===== config.mk =====
export PLATFORM = sky130hd
export DESIGN_NAME = nonoverlap_keyword_counter_core
export DESIGN_NICKNAME = d
export VERILOG_FILES = /design/src/hw/rtl/nkc_pkg.sv /design/src/hw/rtl/nonoverlap_keyword_counter_core.sv /design/src/hw/rtl/nkc_cfg.sv /design/src/hw/rtl/nkc_scan.sv
export SDC_FILE = /design/constraint.sdc
export NUM_CORES = 2
export LEC_CHECK = 0
export ABC_AREA = 1
export CORE_ASPECT_RATIO = 1.1
export CORE_MARGIN = 2
export CORE_UTILIZATION = 34
export CTS_CLUSTER_SIZE = 20
export DETAILED_ROUTE_END_ITERATION = 10
export DONT_BUFFER_PORTS = 1
export PLACE_DENSITY = 0.5
export SETUP_SLACK_MARGIN = 0.05
export SLEW_MARGIN = 15
export SYNTH_ARGS = -nofsm -noshare
export SYNTH_HDL_FRONTEND = slang
export SYNTH_SLANG_ARGS = --single-unit

===== constraint.sdc =====
create_clock -name clk -period 13.55 [get_ports clk]
set_input_delay 0.6775 -clock clk [delete_from_list [all_inputs] [get_ports clk]]
set_output_delay 0.6775 -clock clk [all_outputs]
set_load 0.01 [all_outputs]

===== src/hw/rtl/nkc_pkg.sv =====
package nkc_pkg;

  // Keyword geometry
  localparam int MAX_KEY  = 32;
  localparam int KEY_W    = 6;
  localparam int GAP_W    = 6;
  localparam int COUNT_W  = 32;
  localparam int APB_AW   = 6;
  localparam int APB_DW   = 64;
  localparam int REG_IDXW = 3;

  localparam logic [GAP_W-1:0]   GAP_MAX   = '1;
  localparam logic [COUNT_W-1:0] COUNT_MAX = '1;
  localparam logic [KEY_W-1:0]   KEY_MAX   = KEY_W'(MAX_KEY);

  // Register map, index = paddr[5:3]
  localparam logic [REG_IDXW-1:0] REG_KEY_LEN   = 3'd0;
  localparam logic [REG_IDXW-1:0] REG_KEY_WORD0 = 3'd1;
  localparam logic [REG_IDXW-1:0] REG_KEY_WORD1 = 3'd2;
  localparam logic [REG_IDXW-1:0] REG_KEY_WORD2 = 3'd3;
  localparam logic [REG_IDXW-1:0] REG_KEY_WORD3 = 3'd4;

  typedef struct packed {
    logic [7:0] text_byte;
    logic       end_of_text;
  } in_t;

  typedef struct packed {
    logic               match_end;
    logic [COUNT_W-1:0] match_count;
    logic               text_done;
  } out_t;

  // Keyword as seen by the window: entry j of the window must equal rkey[j]
  // wherever mask[j] is set.
  typedef struct packed {
    logic [KEY_W-1:0]            len;
    logic [MAX_KEY-1:0]          mask;
    logic [MAX_KEY-1:0][7:0]     rkey;
  } key_cfg_t;

endpackage


===== src/hw/rtl/nonoverlap_keyword_counter_core.sv =====
// Channel  Direction  Handshake                Payload
// in       input      in_valid / in_ready      in_data  (text_byte, end_of_text)
// out      output     out_valid / out_ready    out_data (match_end, match_count, text_done)
// cfg      input      APB psel/penable/pwrite  paddr, pwdata, prdata (64-bit registers)
//
// One item per cycle sustained while the output is not stalled; each result passes through
// the input register, then the compare and count into the result register.
// The key is re-aligned into a register in the cycle after each register write.
// rst is synchronous: clears the window, gap, count, and both stage valids.
// A stalled result holds the result register; the input register still takes an
// item while it is empty, or while the result register is free or being drained.
module nonoverlap_keyword_counter_core (
  input  logic                       clk,
  input  logic                       rst,
  input  logic                       in_valid,
  output logic                       in_ready,
  input  nkc_pkg::in_t               in_data,
  output logic                       out_valid,
  input  logic                       out_ready,
  output nkc_pkg::out_t              out_data,
  input  logic                       psel,
  input  logic                       penable,
  input  logic                       pwrite,
  input  logic [nkc_pkg::APB_AW-1:0] paddr,
  input  logic [nkc_pkg::APB_DW-1:0] pwdata,
  output logic [nkc_pkg::APB_DW-1:0] prdata,
  output logic                       pready
);

  nkc_pkg::key_cfg_t kcfg;
  nkc_pkg::in_t      s1_item;
  nkc_pkg::out_t     res;
  logic              s1_valid;
  logic              adv;

  nkc_cfg u_cfg (
    .clk     (clk),
    .rst     (rst),
    .psel    (psel),
    .penable (penable),
    .pwrite  (pwrite),
    .paddr   (paddr),
    .pwdata  (pwdata),
    .prdata  (prdata),
    .pready  (pready),
    .kcfg    (kcfg)
  );

  nkc_scan u_scan (
    .clk  (clk),
    .rst  (rst),
    .adv  (adv),
    .item (s1_item),
    .kcfg (kcfg),
    .res  (res)
  );

  // Pipeline control
  assign adv      = s1_valid && (!out_valid || out_ready);
  assign in_ready = !s1_valid || adv;

  // Input register
  always_ff @(posedge clk) begin
    if (rst) begin
      s1_valid <= 1'b0;
    end else if (in_ready) begin
      s1_valid <= in_valid;
    end
  end

  always_ff @(posedge clk) begin
    if (in_valid && in_ready) begin
      s1_item <= in_data;
    end
  end

  // Result register
  always_ff @(posedge clk) begin
    if (rst) begin
      out_valid <= 1'b0;
    end else if (adv) begin
      out_valid <= 1'b1;
    end else if (out_ready) begin
      out_valid <= 1'b0;
    end
  end

  always_ff @(posedge clk) begin
    if (adv) begin
      out_data <= res;
    end
  end

  // A held item in the input register blocks new items
  a_s1_block: assert property (@(posedge clk) disable iff (rst)
    s1_valid && !adv |-> !in_ready)
    else $error("input taken while stage 1 is stalled");

  // An advanced item always lands in the result register
  a_adv_out: assert property (@(posedge clk) disable iff (rst)
    adv |=> out_valid)
    else $error("advanced item lost");

  // A stalled result never gets overwritten
  a_no_overwrite: assert property (@(posedge clk) disable iff (rst)
    out_valid && !out_ready |-> !adv)
    else $error("result overwritten while stalled");

endmodule


===== src/hw/rtl/nkc_cfg.sv =====
module nkc_cfg (
  input  logic                       clk,
  input  logic                       rst,
  input  logic                       psel,
  input  logic                       penable,
  input  logic                       pwrite,
  input  logic [nkc_pkg::APB_AW-1:0] paddr,
  input  logic [nkc_pkg::APB_DW-1:0] pwdata,
  output logic [nkc_pkg::APB_DW-1:0] prdata,
  output logic                       pready,
  output nkc_pkg::key_cfg_t          kcfg
);

  logic [nkc_pkg::KEY_W-1:0]   key_len;
  logic [nkc_pkg::APB_DW-1:0]  key_word [4];
  logic [nkc_pkg::REG_IDXW-1:0] reg_idx;
  logic                        wr_en;

  logic [nkc_pkg::MAX_KEY*8-1:0] key_flat;
  logic [nkc_pkg::KEY_W-1:0]     len_eff;
  logic [nkc_pkg::KEY_W-1:0]     kidx [nkc_pkg::MAX_KEY];
  nkc_pkg::key_cfg_t             kcfg_next;

  assign reg_idx = paddr[nkc_pkg::APB_AW-1:nkc_pkg::APB_AW-nkc_pkg::REG_IDXW];
  assign wr_en   = psel && penable && pwrite;
  assign pready  = 1'b1;

  // Register writes
  always_ff @(posedge clk) begin
    if (rst) begin
      key_len     <= nkc_pkg::KEY_W'(1);
      key_word[0] <= '0;
      key_word[1] <= '0;
      key_word[2] <= '0;
      key_word[3] <= '0;
    end else if (wr_en) begin
      case (reg_idx)
        nkc_pkg::REG_KEY_LEN:   key_len     <= pwdata[nkc_pkg::KEY_W-1:0];
        nkc_pkg::REG_KEY_WORD0: key_word[0] <= pwdata;
        nkc_pkg::REG_KEY_WORD1: key_word[1] <= pwdata;
        nkc_pkg::REG_KEY_WORD2: key_word[2] <= pwdata;
        nkc_pkg::REG_KEY_WORD3: key_word[3] <= pwdata;
        default: ;
      endcase
    end
  end

  // Register reads
  always_comb begin
    case (reg_idx)
      nkc_pkg::REG_KEY_LEN:   prdata = nkc_pkg::APB_DW'(key_len);
      nkc_pkg::REG_KEY_WORD0: prdata = key_word[0];
      nkc_pkg::REG_KEY_WORD1: prdata = key_word[1];
      nkc_pkg::REG_KEY_WORD2: prdata = key_word[2];
      nkc_pkg::REG_KEY_WORD3: prdata = key_word[3];
      default:                prdata = '0;
    endcase
  end

  // Keyword reversed into window order; overlong lengths clamp to the window
  assign key_flat = {key_word[3], key_word[2], key_word[1], key_word[0]};
  assign len_eff  = (key_len > nkc_pkg::KEY_MAX) ? nkc_pkg::KEY_MAX : key_len;

  always_comb begin
    kcfg_next.len = len_eff;
    for (int j = 0; j < nkc_pkg::MAX_KEY; j++) begin
      kidx[j] = nkc_pkg::KEY_W'(len_eff - nkc_pkg::KEY_W'(j) - nkc_pkg::KEY_W'(1));
      kcfg_next.mask[j] = (nkc_pkg::KEY_W'(j) < len_eff);
      kcfg_next.rkey[j] = kcfg_next.mask[j] ? key_flat[kidx[j][4:0]*8 +: 8] : 8'h00;
    end
  end

  // Registered so the wide mux stays off the datapath
  always_ff @(posedge clk) begin
    kcfg <= kcfg_next;
  end

endmodule


===== src/hw/rtl/nkc_scan.sv =====
module nkc_scan (
  input  logic              clk,
  input  logic              rst,
  input  logic              adv,
  input  nkc_pkg::in_t      item,
  input  nkc_pkg::key_cfg_t kcfg,
  output nkc_pkg::out_t     res
);

  logic [7:0]                  window      [nkc_pkg::MAX_KEY];
  logic [7:0]                  window_next [nkc_pkg::MAX_KEY];
  logic [nkc_pkg::GAP_W-1:0]   gap;
  logic [nkc_pkg::GAP_W-1:0]   gap_now;
  logic [nkc_pkg::GAP_W-1:0]   gap_next;
  logic [nkc_pkg::COUNT_W-1:0] count;
  logic [nkc_pkg::COUNT_W-1:0] count_next;
  logic [nkc_pkg::MAX_KEY-1:0] byte_ok;
  logic                        hit;

  // Window after shifting in the new byte, entry 0 newest
  always_comb begin
    window_next[0] = item.text_byte;
    for (int j = 1; j < nkc_pkg::MAX_KEY; j++) begin
      window_next[j] = window[j-1];
    end
  end

  // Masked parallel compare
  always_comb begin
    for (int j = 0; j < nkc_pkg::MAX_KEY; j++) begin
      byte_ok[j] = !kcfg.mask[j] || (window_next[j] == kcfg.rkey[j]);
    end
  end

  assign gap_now = (gap == nkc_pkg::GAP_MAX) ? gap : gap + nkc_pkg::GAP_W'(1);
  assign hit     = (kcfg.len != '0) && (gap_now >= kcfg.len) && (&byte_ok);

  assign count_next = (hit && count != nkc_pkg::COUNT_MAX) ?
                      count + nkc_pkg::COUNT_W'(1) : count;
  assign gap_next   = hit ? '0 : gap_now;

  assign res.match_end   = hit;
  assign res.match_count = count_next;
  assign res.text_done   = item.end_of_text;

  // State update; end of text clears after reporting
  always_ff @(posedge clk) begin
    if (rst) begin
      gap   <= '0;
      count <= '0;
      for (int j = 0; j < nkc_pkg::MAX_KEY; j++) window[j] <= 8'h00;
    end else if (adv) begin
      if (item.end_of_text) begin
        gap   <= '0;
        count <= '0;
        for (int j = 0; j < nkc_pkg::MAX_KEY; j++) window[j] <= 8'h00;
      end else begin
        gap   <= gap_next;
        count <= count_next;
        for (int j = 0; j < nkc_pkg::MAX_KEY; j++) window[j] <= window_next[j];
      end
    end
  end

  // End of text leaves a clean state
  a_eot_clear: assert property (@(posedge clk) disable iff (rst)
    adv && item.end_of_text |=> count == '0 && gap == '0 && window[0] == 8'h00)
    else $error("state not cleared after end of text");

  // A counted match always reports a nonzero count
  a_hit_count: assert property (@(posedge clk) disable iff (rst)
    hit |-> res.match_count != '0)
    else $error("match reported with zero count");

  // Count only moves on a counted match
  a_count_hold: assert property (@(posedge clk) disable iff (rst)
    adv && !hit && !item.end_of_text |=> count == $past(count))
    else $error("count changed without a match");

  // Gap resets after a counted match
  a_gap_reset: assert property (@(posedge clk) disable iff (rst)
    adv && hit |=> gap == '0)
    else $error("gap not reset after match");

endmodule

==> summary.txt <==
Cells and area
  – Layout cells sized above 1: 4.97%
  – Layout Cells excl Fill: 8424
  – Most frequent cells in the layout: nand2_1, o21ai_0, nor2_1
  – Fillers: 14840
  – Area growth, synth to finish: 10.6%
  – Most common cell after layout, fill and taps aside: nand2_1
  – Final instance area: 54700 um2
  – Nets: 6524

Timing
  – Worst relative slew slack: 9.70%
  – RSZ-0062 raised after global routing: false
  – Final hold violations: 0
  – Slew @ Worst Pin: 1.34 ns
  – Achievable clock frequency: 166 MHz
  – Setup TNS: 0 ns
  – Tcrit/Tclk final: 44.5%
  – Fin. max-slew vios: 0
  – Final critical-path required period: 6.03 ns
  – Final setup fails: 0
  – Layout Skew: 0.0507 ns

Floorplan
  – Initial Utilization: 34.3%
  – Core ar.: 144000 um2
  – Total die area: 149000 um2
  – Ports: 187
  – Row count: 146
  – Die height: 404 um
  – Width of the chip: 368 um

Pwr
  – Peak supply drop: 0.0995 mV
  – Leak: 22.3 nW
  – Power per cell area: 127 nW/um2

Detailed routing
  – DRT antenna net count: 0
  – Vias/cell: 5.19
  – Iter 0 DRT Violations: 5545
  – Total Wirelength: 217000 um
  – Vias: 43689
  – Routed WL per cell: 25.8 um
  – DR pass1 iterations: 8
  – Number of remaining DRC errors: 0

CTS
  – Clock slew at reported path FFs: 0.07 ns
  – Clock tree from TritonCTS: built
  – # Post-CTS Setup Buffers: 0
  – # H-tree levels: 3
  – Clk_lat worst skew: 0.76 ns
  – Clk sinks: 886
  – Longest Clk Path Bufs: 3
  – Root Buffer: clkbuf_16
  – CTS Buf Count: 97

Worst hold path
  – Worst Hold Class: in2reg

Synth
  – Multiplexer share of the synthesized area: 2.23%
  – Post-synth EDFFs: 539
  – Synth cell types: 47
  – Synth Net Count: 6680
  – Sequential share of the synthesized area: 46.8%
  – Synth async-reset ratio: 0%
  – Syn Area/Cell: 7.53 um2
  – YS warnings: 0
  – Combinational family with the most area after synthesis: simple AND/OR/NAND/NOR gates
  – Post-Synth Simple-Gate Area: 21.3%
  – Synth Instances: 6572
  – Top_reg_cell synth: edfxtp_1
  – Flops & latches, synth: 886
  – Post-Synth Adder-Cell Area: 0.556%
  – Complex-gate fraction of the synthesized area: 15.7%
  – XOR/XNOR share of the synthesized area: 4.09%
  – Synthesized area: 49500 um2

Global route
  – Number of global-route vias before repair: 38747
  – GRT Residual Overflow: 0
  – GRT met2 Usage: 45.0%
  – Grt met1 use: 36.5%
  – Met3 usage: 4.09%
  – Largest net degree at the start of global routing: 208
  – Antenna violations before repair: 2
  – First-pass GRT wire length: 297000 um
  – Gr usage total: 28.5%
  – GR peak layer: met2

Placed design
  – Post-placement cell count: 8231
  – Placer Congestion: 1.03
  – Post-DP HPWL: 171000 um
  – DP Area: 51300 um2
  – Port Buffers: 0

Run status
  – Outcome: finished, final reports clean

Worst setup path
  – CP bufs+invs: 5
  – Slowest cell on the critical path: o21ai_0
  – Crit Path Max Fanout: 207
  – CP startpoint kind: register
  – Critical Path AT: 6.65 ns
  – Crit path top cell by count: o21ai_0
  – Setup crit end kind: register
  – Crit-path leading delay family: compound AO/OA/AOI/OAI gates
  – Kind of critical path: reg2reg
  – CP Cell Sequence: inv_2, buf_4, nand2_8, buf_12, buf_4, o21ai_0, o21ai_0, mux2i_1, o21ai_0, inv_1, a211oi_1
  – Largest stage delay on the critical path: 0.81 ns
  – Critical Path RT: 14.16 ns

Flow run
  – Max cap viols: 0
-- registers in the layout (all words and copies together) (netlist names) --
name            flops
u_cfg.kcfg        293
u_cfg.key_word    256
u_scan.window     248
out_data           34
u_scan.count       32
s1_item             9
u_cfg.key_len       6
u_scan.gap          6
out_valid           1
s1_valid            1
-- what timing repair did --
action	4_1_cts	5_1_grt
hold endpoints to repair	37	0
hold buffers	10	0
resized for setup	0	0
-- power by group --
| group | switching, mW | internal (mW) |
|---|---|---|
| combinational | 0.843 | 0.249 |
| clock | 1.17 | 1.60 |
| sequential | 0.0926 | 2.98 |
| total | 2.11 | 4.83 |
-- cells by family after synthesis --
family,count (synthesis)
compound gates,1441
flops,886
xor+xnor,221
buf+inv,1196
simple gates,2695
fa+ha+maj,22
other cells,1
mux,110
-- routing by layer --
layer / up-vias / part of all wire (%)
met2: 1826 / 45
met1: 20580 / 41
met3: 358 / 7.1
met4: 0 / 7.7
met5: - / 0
li1: 20925 / -
-- final timing paths --
path              slack (ns)  depth (start not counted)                 from             endpoint
setup reg to reg        7.52                         11     u_cfg.key_len[5]       u_cfg.kcfg[24]
setup / recovery        7.52                         11     u_cfg.key_len[5]       u_cfg.kcfg[24]
hold / removal           0.1                          2                  rst     u_cfg.key_len[0]
hold reg to reg         0.48                          2  u_scan.window[0][3]  u_scan.window[0][3]
-- worst register-to-register path, stage by stage (launching register included) --
cell,delay [ns]
dfxtp_1,0.72
inv_2,0.05
buf_4,0.27
nand2_8,0.47
buf_12,0.48
buf_4,1.15
o21ai_0,0.30
o21ai_0,0.75
mux2i_1,0.39
o21ai_0,0.81
inv_1,0.16
a211oi_1,0.37
-- metrics by stage --
| step | setup slack (ns) | hold slack, ns | power (mW) | util (%) |
|---|---|---|---|---|
| 2_1_floorplan | 6.82 | 0.451 | 3.67 | - |
| 3_3_place_gp | 7.84 | 0.466 | 4.18 | 35.6 |
| 3_5_place_dp | 7.77 | 0.469 | 4.18 | 35.6 |
| 4_1_cts | 7.74 | 0.0467 | 6.96 | 38.0 |
| 5_1_grt | 7.51 | 0.0988 | 7.15 | 38.0 |
| 6_report | 7.52 | 0.0961 | 6.95 | 38.0 |
-- synthesized netlist by cell type (all sizes together), types with 2 or more instances --
| cell | count | area share (%) |
|---|---|---|
| a21oi | 163 | 1.6 |
| a31oi | 2 | 0.025 |
| edfxtp | 539 | 33 |
| xor2 | 25 | 0.57 |
| o21ai | 1083 | 11 |
| nand4 | 42 | 0.53 |
| nand3b | 3 | 0.046 |
| o21a | 11 | 0.17 |
| nand3 | 93 | 0.94 |
| inv | 845 | 6.4 |
| ha | 22 | 0.56 |
| xnor2 | 196 | 3.5 |
| and2 | 4 | 0.051 |
| a211oi | 8 | 0.12 |
| buf | 109 | 1.1 |
| nand2 | 1577 | 12 |
| o22ai | 65 | 0.82 |
| nor2 | 901 | 6.8 |
| clkinv | 7 | 0.053 |
| a221o | 58 | 1.2 |
| clkbuf | 235 | 1.8 |
| a221oi | 5 | 0.089 |
| or2 | 53 | 0.67 |
| nor3 | 17 | 0.18 |
| nor4 | 4 | 0.051 |
| dfxtp | 347 | 14 |
| mux2i | 110 | 2.2 |
| o211ai | 43 | 0.65 |
-- area by class of cell --
| cell class | instances | area [um2] | area share, % |
|---|---|---|---|
| tap | 1924 | 2410 | 4.40 |
| antenna | 1 | 2.50 | 0.00457 |
| inverter | 852 | 3210 | 5.87 |
| multi-input combinational | 4490 | 21900 | 40.0 |
| sequential | 886 | 23100 | 42.3 |
| timing repair buffer | 89 | 741 | 1.35 |
| clock inverter | 52 | 572 | 1.05 |
| clock buffer | 130 | 2750 | 5.02 |
No activity file was read; power rests on OpenSTA's default activity.
